<file path="config.mk">
export PLATFORM = sky130hd
export DESIGN_NAME = ipip_tunnel_encapsulator
export DESIGN_NICKNAME = d
export VERILOG_FILES = /design/src/ipipenc_pkg.sv /design/src/ipipenc_front.sv /design/src/ipipenc_queue.sv /design/src/ipipenc_back.sv /design/src/ipip_tunnel_encapsulator.sv
export SDC_FILE = /design/constraint.sdc
export NUM_CORES = 2
export LEC_CHECK = 0
export BUFFER_PORTS_ARGS = -buffer_cell sky130_fd_sc_hd__buf_2
export CORE_MARGIN = 5
export CORE_UTILIZATION = 63
export CTS_CLUSTER_DIAMETER = 150
export DETAILED_ROUTE_END_ITERATION = 8
export GPL_ROUTABILITY_DRIVEN = 0
export PLACE_DENSITY_LB_ADDON = 0.3
export SLEW_MARGIN = 0
export SYNTH_ARGS = -nofsm -noshare
export SYNTH_HDL_FRONTEND = slang
export SYNTH_SLANG_ARGS = --single-unit
</file>
<file path="constraint.sdc">
create_clock -name clock -period 5.1 [get_ports clock]
set_input_delay 0.765 -clock clock [delete_from_list [all_inputs] [get_ports clock]]
set_output_delay 0.765 -clock clock [all_outputs]
set_load 0.01 [all_outputs]
</file>
<file path="src/ipipenc_pkg.sv">
// Shared types and constants for the IPv4-in-IPv4 tunnel encapsulator.
// No dependencies; imported by every module of the block.
package ipipenc_pkg;

   localparam int MAX_FRAME_LEN   = 16383;
   localparam int HOLD_BYTES      = 34;
   localparam int ETH_BYTES       = 14;
   localparam int TUNNEL_BYTES    = 54;
   localparam int QUEUE_DEPTH_DEF = 4;

   localparam logic [31:0] RST_RANGE_LOW  = 32'hC0A8_0000;
   localparam logic [31:0] RST_RANGE_HIGH = 32'hC0A8_FFFF;
   localparam logic [31:0] RST_TUN_SRC    = 32'hC0A8_C901;
   localparam logic [31:0] RST_TUN_DST    = 32'hC0A8_CA02;

   localparam logic [15:0] ETYPE_IPV4 = 16'h0800;
   localparam logic [15:0] DF_FLAG    = 16'h4000;
   localparam logic [7:0]  OUTER_TTL  = 8'd64;
   localparam logic [7:0]  PROTO_IPIP = 8'd4;
   localparam logic [7:0]  VER_IHL    = 8'h45;

   // register indexes on the csr port
   localparam logic [2:0] REG_RANGE_LOW  = 3'd0;
   localparam logic [2:0] REG_RANGE_HIGH = 3'd1;
   localparam logic [2:0] REG_TUN_SRC    = 3'd2;
   localparam logic [2:0] REG_TUN_DST    = 3'd3;
   localparam logic [2:0] REG_HOP_SMAC   = 3'd4;
   localparam logic [2:0] REG_HOP_DMAC   = 3'd5;
   localparam logic [2:0] REG_ROUTE_OK   = 3'd6;

   typedef struct packed {
      logic [31:0] range_low;
      logic [31:0] range_high;
      logic [31:0] tunnel_source;
      logic [31:0] tunnel_destination;
      logic [47:0] hop_source_mac;
      logic [47:0] hop_dest_mac;
      logic        route_ok;
   } cfg_type;

   // work word kinds passed from front to back
   typedef enum logic [1:0] {
      ENT_STORE  = 2'd0,
      ENT_DATA   = 2'd1,
      ENT_FLUSH  = 2'd2,
      ENT_TUNNEL = 2'd3
   } ent_kind_type;

   typedef struct packed {
      ent_kind_type kind;
      logic [7:0]   data;
      logic         last;
      logic         verdict;
      logic [5:0]   pos;      // buffer slot of data; for flush also the final slot
      logic [13:0]  held;     // clamped frame length
   } entry_type;

endpackage

</file>
<file path="src/ipipenc_front.sv">
// Front end: accepts frame bytes, tracks frame position and makes the tunnel decision.
// Depends on ipipenc_pkg; feeds work words into ipipenc_queue.
module ipipenc_front
   import ipipenc_pkg::*;
(
   input  logic        clock,
   input  logic        reset,
   input  cfg_type     cfg,
   input  logic        req_valid,
   input  logic        queue_full,
   input  logic [7:0]  req_in_byte,
   input  logic        req_in_last,
   input  logic [13:0] req_frame_length,
   output logic        req_stall,
   output logic        push,
   output entry_type   push_entry
);

   typedef enum logic [3:0] {
      MODE_COLLECT = 4'b0001,
      MODE_PASS    = 4'b0010,
      MODE_TUNNEL  = 4'b0100,
      MODE_DROP    = 4'b1000
   } mode_type;

   localparam logic [5:0] DECIDE_POS = 6'(HOLD_BYTES - 1);
   localparam logic [5:0] SAT_POS    = 6'(HOLD_BYTES);

   mode_type    mode_ff, mode_in;
   logic [5:0]  cnt_ff, cnt_in;
   logic [13:0] held_ff, held_in;
   logic [7:0]  b12_ff, b13_ff, b30_ff, b31_ff, b32_ff;
   logic        accept;
   logic [31:0] daddr;
   logic        is_ip, hit;

   assign req_stall = queue_full;
   assign accept    = req_valid && !queue_full;
   assign daddr     = {b30_ff, b31_ff, b32_ff, req_in_byte};
   assign is_ip     = ({b12_ff, b13_ff} == ETYPE_IPV4);
   assign hit       = is_ip && (daddr >= cfg.range_low) && (daddr <= cfg.range_high);

   always_comb begin
      mode_in            = mode_ff;
      cnt_in             = cnt_ff;
      held_in            = held_ff;
      push               = 1'b0;
      push_entry.kind    = ENT_STORE;
      push_entry.data    = req_in_byte;
      push_entry.last    = req_in_last;
      push_entry.verdict = 1'b0;
      push_entry.pos     = cnt_ff;
      push_entry.held    = held_ff;
      if (accept) begin
         if (cnt_ff == '0) begin
            held_in = (17'(req_frame_length) > 17'(MAX_FRAME_LEN)) ?
                      14'(MAX_FRAME_LEN) : req_frame_length;
         end
         case (mode_ff)
            MODE_COLLECT: begin
               if (cnt_ff == DECIDE_POS) begin
                  if (!hit) begin
                     push            = 1'b1;
                     push_entry.kind = ENT_FLUSH;
                     mode_in         = MODE_PASS;
                  end else if (cfg.route_ok) begin
                     push               = 1'b1;
                     push_entry.kind    = ENT_TUNNEL;
                     push_entry.verdict = 1'b1;
                     mode_in            = MODE_TUNNEL;
                  end else begin
                     mode_in = MODE_DROP;
                  end
               end else begin
                  push            = 1'b1;
                  push_entry.kind = req_in_last ? ENT_FLUSH : ENT_STORE;
               end
            end
            MODE_PASS: begin
               push            = 1'b1;
               push_entry.kind = ENT_DATA;
            end
            MODE_TUNNEL: begin
               push               = 1'b1;
               push_entry.kind    = ENT_DATA;
               push_entry.verdict = 1'b1;
            end
            default: begin
               push = 1'b0;
            end
         endcase
         if (req_in_last) begin
            mode_in = MODE_COLLECT;
            cnt_in  = '0;
         end else if (cnt_ff < SAT_POS) begin
            cnt_in = cnt_ff + 6'd1;
         end
      end
   end

   always_ff @(posedge clock) begin
      if (reset) begin
         mode_ff <= MODE_COLLECT;
         cnt_ff  <= '0;
         held_ff <= '0;
      end else begin
         mode_ff <= mode_in;
         cnt_ff  <= cnt_in;
         held_ff <= held_in;
      end
   end

   // bytes the decision needs: EtherType and the first three address bytes
   always_ff @(posedge clock) begin
      if (accept && mode_ff == MODE_COLLECT) begin
         if (cnt_ff == 6'd12) b12_ff <= req_in_byte;
         if (cnt_ff == 6'd13) b13_ff <= req_in_byte;
         if (cnt_ff == 6'd30) b30_ff <= req_in_byte;
         if (cnt_ff == 6'd31) b31_ff <= req_in_byte;
         if (cnt_ff == 6'd32) b32_ff <= req_in_byte;
      end
   end

endmodule

</file>
<file path="src/ipipenc_queue.sv">
// Short register queue of work words between front and back.
// Depends on ipipenc_pkg for the word type.
module ipipenc_queue
   import ipipenc_pkg::*;
#(
   parameter int DEPTH = QUEUE_DEPTH_DEF
) (
   input  logic      clock,
   input  logic      reset,
   input  logic      push,
   input  entry_type push_entry,
   input  logic      pop,
   output logic      full,
   output logic      head_valid,
   output entry_type head
);

   localparam int PW = (DEPTH > 1) ? $clog2(DEPTH) : 1;
   localparam int CW = $clog2(DEPTH + 1);
   localparam logic [PW-1:0] LAST_PTR = PW'(DEPTH - 1);

   entry_type         slot_ff [DEPTH];
   logic [PW-1:0]     wr_ff, wr_in, rd_ff, rd_in;
   logic [CW-1:0]     count_ff, count_in;
   logic              do_push, do_pop;

   assign full       = (count_ff == CW'(DEPTH));
   assign head_valid = (count_ff != '0);
   assign head       = slot_ff[rd_ff];
   assign do_push    = push && !full;
   assign do_pop     = pop && head_valid;

   always_comb begin
      wr_in    = wr_ff;
      rd_in    = rd_ff;
      count_in = count_ff;
      if (do_push) wr_in = (wr_ff == LAST_PTR) ? '0 : wr_ff + PW'(1);
      if (do_pop)  rd_in = (rd_ff == LAST_PTR) ? '0 : rd_ff + PW'(1);
      if (do_push && !do_pop) count_in = count_ff + CW'(1);
      else if (!do_push && do_pop) count_in = count_ff - CW'(1);
   end

   always_ff @(posedge clock) begin
      if (reset) begin
         wr_ff    <= '0;
         rd_ff    <= '0;
         count_ff <= '0;
      end else begin
         wr_ff    <= wr_in;
         rd_ff    <= rd_in;
         count_ff <= count_in;
      end
   end

   always_ff @(posedge clock) begin
      if (do_push) slot_ff[wr_ff] <= push_entry;
   end

endmodule

</file>
<file path="src/ipipenc_back.sv">
// Back end: holds the first 34 frame bytes, sequences flushes and the tunnel header,
// computes the outer checksum and drives the rsp output register. Depends on ipipenc_pkg.
module ipipenc_back
   import ipipenc_pkg::*;
(
   input  logic        clock,
   input  logic        reset,
   input  cfg_type     cfg,
   input  logic        head_valid,
   input  entry_type   head,
   output logic        pop,
   input  logic        rsp_stall,
   output logic        rsp_valid,
   output logic [7:0]  rsp_out_byte,
   output logic        rsp_out_last,
   output logic        rsp_verdict
);

   typedef enum logic [2:0] {
      SEQ_IDLE   = 3'b001,
      SEQ_FLUSH  = 3'b010,
      SEQ_TUNNEL = 3'b100
   } seq_type;

   localparam logic [5:0] HDR_END  = 6'(HOLD_BYTES);
   localparam logic [5:0] ETH_END  = 6'(ETH_BYTES);
   localparam logic [5:0] TUN_LAST = 6'(TUNNEL_BYTES - 1);
   localparam logic [5:0] HDR_TOP  = 6'(HOLD_BYTES - 1);
   localparam logic [19:0] SUM_CONST =
      20'({VER_IHL, 8'h00}) + 20'(DF_FLAG) + 20'({OUTER_TTL, PROTO_IPIP});

   logic [7:0]   hb_ff [HOLD_BYTES];
   seq_type      seq_ff, seq_in;
   logic [5:0]   step_ff, step_in, end_ff, end_in;
   logic         last_ff, last_in;
   logic [15:0]  tot_ff, tot_in;
   logic [19:0]  sum_ff, sum_in, base_ff;
   logic         out_valid_ff, out_valid_in, out_last_ff, out_last_in;
   logic         out_verdict_ff, out_verdict_in;
   logic [7:0]   out_byte_ff, out_byte_in;
   logic         out_free, store_en, shift_en, emit;
   logic [15:0]  cksum;
   logic [271:0] hdr_vec;
   logic [5:0]   hdr_sel;
   logic [7:0]   seq_byte;

   assign out_free = !out_valid_ff || !rsp_stall;
   assign cksum    = ~sum_ff[15:0];
   assign hdr_vec  = {cfg.hop_dest_mac, cfg.hop_source_mac, ETYPE_IPV4,
                      VER_IHL, 8'h00, tot_ff, 16'h0000, DF_FLAG, OUTER_TTL, PROTO_IPIP,
                      cksum, cfg.tunnel_source, cfg.tunnel_destination};
   assign hdr_sel  = HDR_TOP - step_ff;
   assign seq_byte = (seq_ff == SEQ_TUNNEL && step_ff < HDR_END) ?
                     hdr_vec[{hdr_sel, 3'b000} +: 8] : hb_ff[0];

   always_comb begin
      seq_in         = seq_ff;
      step_in        = step_ff;
      end_in         = end_ff;
      last_in        = last_ff;
      tot_in         = tot_ff;
      // fold the carry every cycle; settles long before the checksum bytes go out
      sum_in         = {4'h0, sum_ff[15:0]} + {16'h0000, sum_ff[19:16]};
      pop            = 1'b0;
      store_en       = 1'b0;
      shift_en       = 1'b0;
      emit           = 1'b0;
      out_byte_in    = out_byte_ff;
      out_last_in    = out_last_ff;
      out_verdict_in = out_verdict_ff;
      case (seq_ff)
         SEQ_IDLE: begin
            if (head_valid) begin
               case (head.kind)
                  ENT_STORE: begin
                     pop      = 1'b1;
                     store_en = 1'b1;
                  end
                  ENT_DATA: begin
                     if (out_free) begin
                        pop            = 1'b1;
                        emit           = 1'b1;
                        out_byte_in    = head.data;
                        out_last_in    = head.last;
                        out_verdict_in = head.verdict;
                     end
                  end
                  ENT_FLUSH: begin
                     pop      = 1'b1;
                     store_en = 1'b1;
                     seq_in   = SEQ_FLUSH;
                     step_in  = '0;
                     end_in   = head.pos;
                     last_in  = head.last;
                  end
                  default: begin
                     pop      = 1'b1;
                     store_en = 1'b1;
                     seq_in   = SEQ_TUNNEL;
                     step_in  = '0;
                     end_in   = TUN_LAST;
                     last_in  = head.last;
                     tot_in   = 16'(head.held) + 16'd6;
                     sum_in   = base_ff + 20'(16'(head.held) + 16'd6);
                  end
               endcase
            end
         end
         default: begin
            if (out_free) begin
               emit           = 1'b1;
               out_byte_in    = seq_byte;
               out_last_in    = last_ff && (step_ff == end_ff);
               out_verdict_in = (seq_ff == SEQ_TUNNEL);
               // tunnel drops the old Ethernet header and pauses during the outer IP header
               shift_en       = (seq_ff == SEQ_FLUSH) || (step_ff < ETH_END) ||
                                (step_ff >= HDR_END);
               step_in        = step_ff + 6'd1;
               if (step_ff == end_ff) seq_in = SEQ_IDLE;
            end
         end
      endcase
      if (emit) out_valid_in = 1'b1;
      else      out_valid_in = out_valid_ff && rsp_stall;
   end

   always_ff @(posedge clock) begin
      if (reset) begin
         seq_ff       <= SEQ_IDLE;
         out_valid_ff <= 1'b0;
      end else begin
         seq_ff       <= seq_in;
         out_valid_ff <= out_valid_in;
      end
   end

   always_ff @(posedge clock) begin
      step_ff        <= step_in;
      end_ff         <= end_in;
      last_ff        <= last_in;
      tot_ff         <= tot_in;
      sum_ff         <= sum_in;
      base_ff        <= SUM_CONST + 20'(cfg.tunnel_source[31:16]) +
                        20'(cfg.tunnel_source[15:0]) + 20'(cfg.tunnel_destination[31:16]) +
                        20'(cfg.tunnel_destination[15:0]);
      out_byte_ff    <= out_byte_in;
      out_last_ff    <= out_last_in;
      out_verdict_ff <= out_verdict_in;
   end

   always_ff @(posedge clock) begin
      if (store_en) begin
         hb_ff[head.pos] <= head.data;
      end else if (shift_en) begin
         for (int i = 0; i < HOLD_BYTES - 1; i++) hb_ff[i] <= hb_ff[i + 1];
      end
   end

   assign rsp_valid    = out_valid_ff;
   assign rsp_out_byte = out_byte_ff;
   assign rsp_out_last = out_last_ff;
   assign rsp_verdict  = out_verdict_ff;

endmodule

</file>
<file path="src/ipip_tunnel_encapsulator.sv">
// Top level of the IPv4-in-IPv4 tunnel encapsulator: csr registers, front, queue, back.
// Depends on ipipenc_pkg, ipipenc_front, ipipenc_queue, ipipenc_back.
//
//  channel  ports                                         handshake
//  -------  --------------------------------------------  ------------------------
//  req      req_in_byte, req_in_last, req_frame_length    req_valid / req_stall
//  rsp      rsp_out_byte, rsp_out_last, rsp_verdict       rsp_valid / rsp_stall
//  csr      csr_index, csr_wdata                          csr_we, no wait
//
// One byte per cycle in and out once a frame is decided, while no stall holds the flow.
// The 34th byte of a frame yields 34 bytes (pass) or 54 bytes (tunnel) from the back-end
// sequencer, one per cycle while rsp_stall is low; the work queue absorbs input meanwhile,
// then req_stall rises. Each accepted byte is registered in a queue slot, then in the rsp
// output register. Reset is synchronous; there is no clearing pass.
module ipip_tunnel_encapsulator
   import ipipenc_pkg::*;
#(
   parameter int QUEUE_DEPTH = QUEUE_DEPTH_DEF
) (
   input  logic        clock,
   input  logic        reset,
   input  logic        req_valid,
   output logic        req_stall,
   input  logic [7:0]  req_in_byte,
   input  logic        req_in_last,
   input  logic [13:0] req_frame_length,
   output logic        rsp_valid,
   input  logic        rsp_stall,
   output logic [7:0]  rsp_out_byte,
   output logic        rsp_out_last,
   output logic        rsp_verdict,
   input  logic        csr_we,
   input  logic [2:0]  csr_index,
   input  logic [47:0] csr_wdata
);

   cfg_type   cfg_ff, cfg_in;
   logic      push, pop, queue_full, head_valid;
   entry_type push_entry, head;

   always_comb begin
      cfg_in = cfg_ff;
      if (csr_we) begin
         case (csr_index)
            REG_RANGE_LOW:  cfg_in.range_low          = csr_wdata[31:0];
            REG_RANGE_HIGH: cfg_in.range_high         = csr_wdata[31:0];
            REG_TUN_SRC:    cfg_in.tunnel_source      = csr_wdata[31:0];
            REG_TUN_DST:    cfg_in.tunnel_destination = csr_wdata[31:0];
            REG_HOP_SMAC:   cfg_in.hop_source_mac     = csr_wdata;
            REG_HOP_DMAC:   cfg_in.hop_dest_mac       = csr_wdata;
            REG_ROUTE_OK:   cfg_in.route_ok           = csr_wdata[0];
            default:        cfg_in = cfg_ff;
         endcase
      end
   end

   always_ff @(posedge clock) begin
      if (reset) begin
         cfg_ff.range_low          <= RST_RANGE_LOW;
         cfg_ff.range_high         <= RST_RANGE_HIGH;
         cfg_ff.tunnel_source      <= RST_TUN_SRC;
         cfg_ff.tunnel_destination <= RST_TUN_DST;
         cfg_ff.hop_source_mac     <= '0;
         cfg_ff.hop_dest_mac       <= '0;
         cfg_ff.route_ok           <= 1'b0;
      end else begin
         cfg_ff <= cfg_in;
      end
   end

   ipipenc_front u_front (
      .clock            (clock),
      .reset            (reset),
      .cfg              (cfg_ff),
      .req_valid        (req_valid),
      .queue_full       (queue_full),
      .req_in_byte      (req_in_byte),
      .req_in_last      (req_in_last),
      .req_frame_length (req_frame_length),
      .req_stall        (req_stall),
      .push             (push),
      .push_entry       (push_entry)
   );

   ipipenc_queue #(
      .DEPTH (QUEUE_DEPTH)
   ) u_queue (
      .clock      (clock),
      .reset      (reset),
      .push       (push),
      .push_entry (push_entry),
      .pop        (pop),
      .full       (queue_full),
      .head_valid (head_valid),
      .head       (head)
   );

   ipipenc_back u_back (
      .clock        (clock),
      .reset        (reset),
      .cfg          (cfg_ff),
      .head_valid   (head_valid),
      .head         (head),
      .pop          (pop),
      .rsp_stall    (rsp_stall),
      .rsp_valid    (rsp_valid),
      .rsp_out_byte (rsp_out_byte),
      .rsp_out_last (rsp_out_last),
      .rsp_verdict  (rsp_verdict)
   );

endmodule

</file>
==> impl_metrics.json <==
{
  "fin_crit_ns": 4.235,
  "root_buffer": "clkbuf_16",
  "numPortBuffers": 90,
  "async_flop_share": 0,
  "ys_warn_count": 0,
  "drt-pass1-iter-count": 6,
  "vias": 24070,
  "crit_type": "reg2reg",
  "cp_slowest_stage_delay_ns": 0.59,
  "ys_top_cells_by_area": "edfxtp_1, dfxtp_1, a21o_1",
  "ys.flop_type": "edfxtp_1",
  "cts_buffers": 79,
  "period_share": 0.8305,
  "die_x_um": 246.3,
  "cp-end-kind": "flip-flop",
  "grt_pass1_wl_um": 133700,
  "overflow": 0,
  "grt_max_degree": 180,
  "synth.top_cell.area_share": 0.4080,
  "yosys.area.top_type": "edfxtp_1",
  "grt_antenna_before_repair": 1,
  "required_ns": 5.61,
  "ys_ff_latch": 779,
  "regArea_um2": 20380,
  "yosysSeqAreaShare": 0.5793,
  "start_util": 0.6373,
  "cts.clk_slew.worst_paths_ns": 0.06,
  "start_kind": "flip-flop",
  "fp.dieH_um": 246.3,
  "layout-drive-gt1-share": 0.1194,
  "setup_tns_ns": 0,
  "setup_viol": 0,
  "htree_num_levels": 3,
  "first_global_vias": 23880,
  "dp_hpwl_um": 57710,
  "cts.sinks": 779,
  "dp.cells": 3768,
  "final_area_um2": 39000,
  "fin_cells": 3915,
  "cts_tree": "done",
  "finalHoldViolCount": 0,
  "fin_skew_ns": 0.01897,
  "placed_area_um2": 36380,
  "cts_buffer_depth": 3,
  "avgSynthCellArea_um2": 11.53,
  "ctsResizeCount": 0,
  "p_per_area_nw_per_um2": 640.8,
  "synthDistinctLibCells": 76,
  "insertion_delay_ns": 0.63,
  "postCtsHoldBufs": 0,
  "core_area_um2": 55200,
  "syn-cell-area_um2": 35180,
  "outcome": "completed",
  "p_leak_nw": 15.47,
  "grt_util_all_layers": 0.2815,
  "multiInputGateArea_um2": 13450,
  "cts_setup_buffers": 0,
  "slowest_stage": "dfxtp_2",
  "max_slew_margin": 0.1731,
  "crit_arrival_ns": 4.75,
  "hold_path.class": "in2reg",
  "routed_wl_um": 85470,
  "drtIter0Drc": 2696,
  "worst_slew_pin_slew_ns": 1.227,
  "maxSlewViolCount": 0,
  "detail-route-antenna-nets": 0,
  "crit_chain": "mux4_2 > inv_1 > ha_1 > nor2_1 > xnor2_1 > ha_1 > or4_1 > o21bai_1 > a41oi_2 > o2111ai_1 > a31oi_2 > xnor2_1 > mux2_2",
  "rsz0062_at_grt": "no",
  "syn_nets": 3288,
  "rows": 86,
  "drc": 0,
  "synth_cells": 3052,
  "syn_to_final_growth_pct": 10.86,
  "fmax_mhz": 236.1,
  "fillers": 3747,
  "ioPinCount": 91,
  "routedWlPerCell_um": 21.83,
  "drv_cap": 0,
  "irDropWorstVdd_uv": 642.1,
  "nets": 3337,
  "die-area_um2": 60670,
  "vias_per_cell": 6.147,
  "synth-edff-count": 478,
  "cp_max_fo": 14
}
==> report_power, final <==
group	switching, mW	internal (mW)
Combinational	5.48	3.44
Sequential	0.711	9.54
Clock	2.40	3.42
==> synthesized netlist by cell type, types with 7 or more instances <==
library cell	instances
nand3_1	35
a21oi_1	247
inv_1	161
a211oi_1	20
fa_1	35
or3_1	12
nor2b_1	22
edfxtp_1	478
o21ai_0	83
nor2_1	112
and2_1	24
o21a_1	7
mux4_2	61
xor2_1	38
nand2b_1	20
xnor2_1	45
nand4_1	19
buf_4	16
mux2i_1	33
ha_1	122
o31ai_1	8
o21bai_1	7
nand2_1	499
a21o_1	282
nor3_1	19
a31oi_1	10
mux2_2	21
dfxtp_1	301
and3_1	14
clkbuf_1	136
a311oi_1	8
buf_2	25
o211ai_1	39
==> through the flow <==
stage	power (mW)	hold WS (ns)	util	setup WS [ns]
floorplan	16.46	0.4259	-	1.126
global placement	18.76	0.4381	0.6591	0.9513
detailed placement	19.17	0.4462	0.6591	0.9016
CTS	25.07	0.3624	0.7065	0.8903
global route	26.27	0.3827	0.7065	0.6594
finish	24.99	0.3874	0.7065	0.8645
==> placed cells by master, fill, tap and decap left out, types with 14 or more instances in the layout <==
| cell type | Yosys | routed |
|---|---|---|
| nand2_1 | 499 | 499 |
| edfxtp_1 | 478 | 478 |
| dfxtp_1 | 301 | 300 |
| a21o_1 | 282 | 282 |
| a21oi_1 | 247 | 247 |
| inv_1 | 161 | 162 |
| ha_1 | 122 | 122 |
| nor2_1 | 112 | 109 |
| buf_2 | 25 | 89 |
| o21ai_0 | 83 | 83 |
| clkbuf_16 | 0 | 83 |
| mux4_2 | 61 | 61 |
| buf_4 | 16 | 54 |
| xnor2_1 | 45 | 45 |
| o211ai_1 | 39 | 39 |
| xor2_1 | 38 | 37 |
| nand3_1 | 35 | 35 |
| fa_1 | 35 | 35 |
| mux2i_1 | 33 | 33 |
| and2_1 | 24 | 24 |
| nor2b_1 | 22 | 22 |
| mux2_2 | 21 | 21 |
| a211oi_1 | 20 | 20 |
| nand2b_1 | 20 | 20 |
| nand4_1 | 19 | 19 |
| clkbuf_1 | 136 | 19 |
| nor3_1 | 19 | 16 |
| and3_1 | 14 | 14 |
==> area by class of cell <==
cell class,count,area share
Inverter,164,0.01578
Tap cell,748,0.02400
Clock buffer,111,0.05826
Antenna cell,1,0.00006416
Multi-Input combinational cell,1926,0.3448
Clock inverter,35,0.008758
Timing Repair Buffer,151,0.02570
Sequential cell,779,0.5226
==> critical path: cells and delay by family, from the launching register on <==
family | cells | cell delay, ns
xor gates and xnor gates | 2 | 0.26
buffers and inverters | 1 | 0.20
and+or+nand+nor | 2 | 0.62
AOI/OAI and AO/OA | 4 | 1.03
muxes | 2 | 0.86
DFF | 1 | 0.59
adders and majority gates | 2 | 0.56
==> final timing paths <==
kind                             end  cells after the start  slack [ns]           startpoint
setup reg to reg   u_back.sum_ff[15]                     13        0.86            flip-flop
setup / recovery   u_back.sum_ff[15]                     13        0.86            flip-flop
hold / removal    u_front.held_ff[1]                      3        0.39  req_frame_length[1]
hold reg to reg           cfg_ff[39]                      2        0.45           cfg_ff[39]
==> cell families after synthesis <==
kind of cell / Yosys count / share of synthesized area
and+or+nand+nor: 808 / 0.1002
xor gates and xnor gates: 83 / 0.02066
DFF: 779 / 0.5793
adders and majority gates: 157 / 0.06331
AOI/OAI and AO/OA: 762 / 0.1414
muxes: 116 / 0.05548
buffers and inverters: 347 / 0.03962
==> layer usage <==
metal,vias up,wire (um),share of wire,global-route usage
met1,11800,33570,0.39,0.3769
met3,230,7494,0.088,0.06129
met5,-,0,0,0
met4,0,3446,0.040,0.09977
met2,1057,40960,0.48,0.4602
li1,10980,-,-,-
==> sequential cells by signal (all words and copies together), names as in the netlist, 8 cells and up, named ones only <==
register             cells
u_front.b13_ff           8
cfg_ff                 225
u_back.hb_ff           272
u_front.b12_ff           8
u_front.b32_ff           8
u_front.held_ff         14
u_back.tot_ff           15
u_back.sum_ff           20
u_front.b31_ff           8
u_front.b30_ff           8
u_back.base_ff          19
u_back.rsp_out_byte      8
u_queue.slot_ff        128
Power figures use the tool's default switching activity.
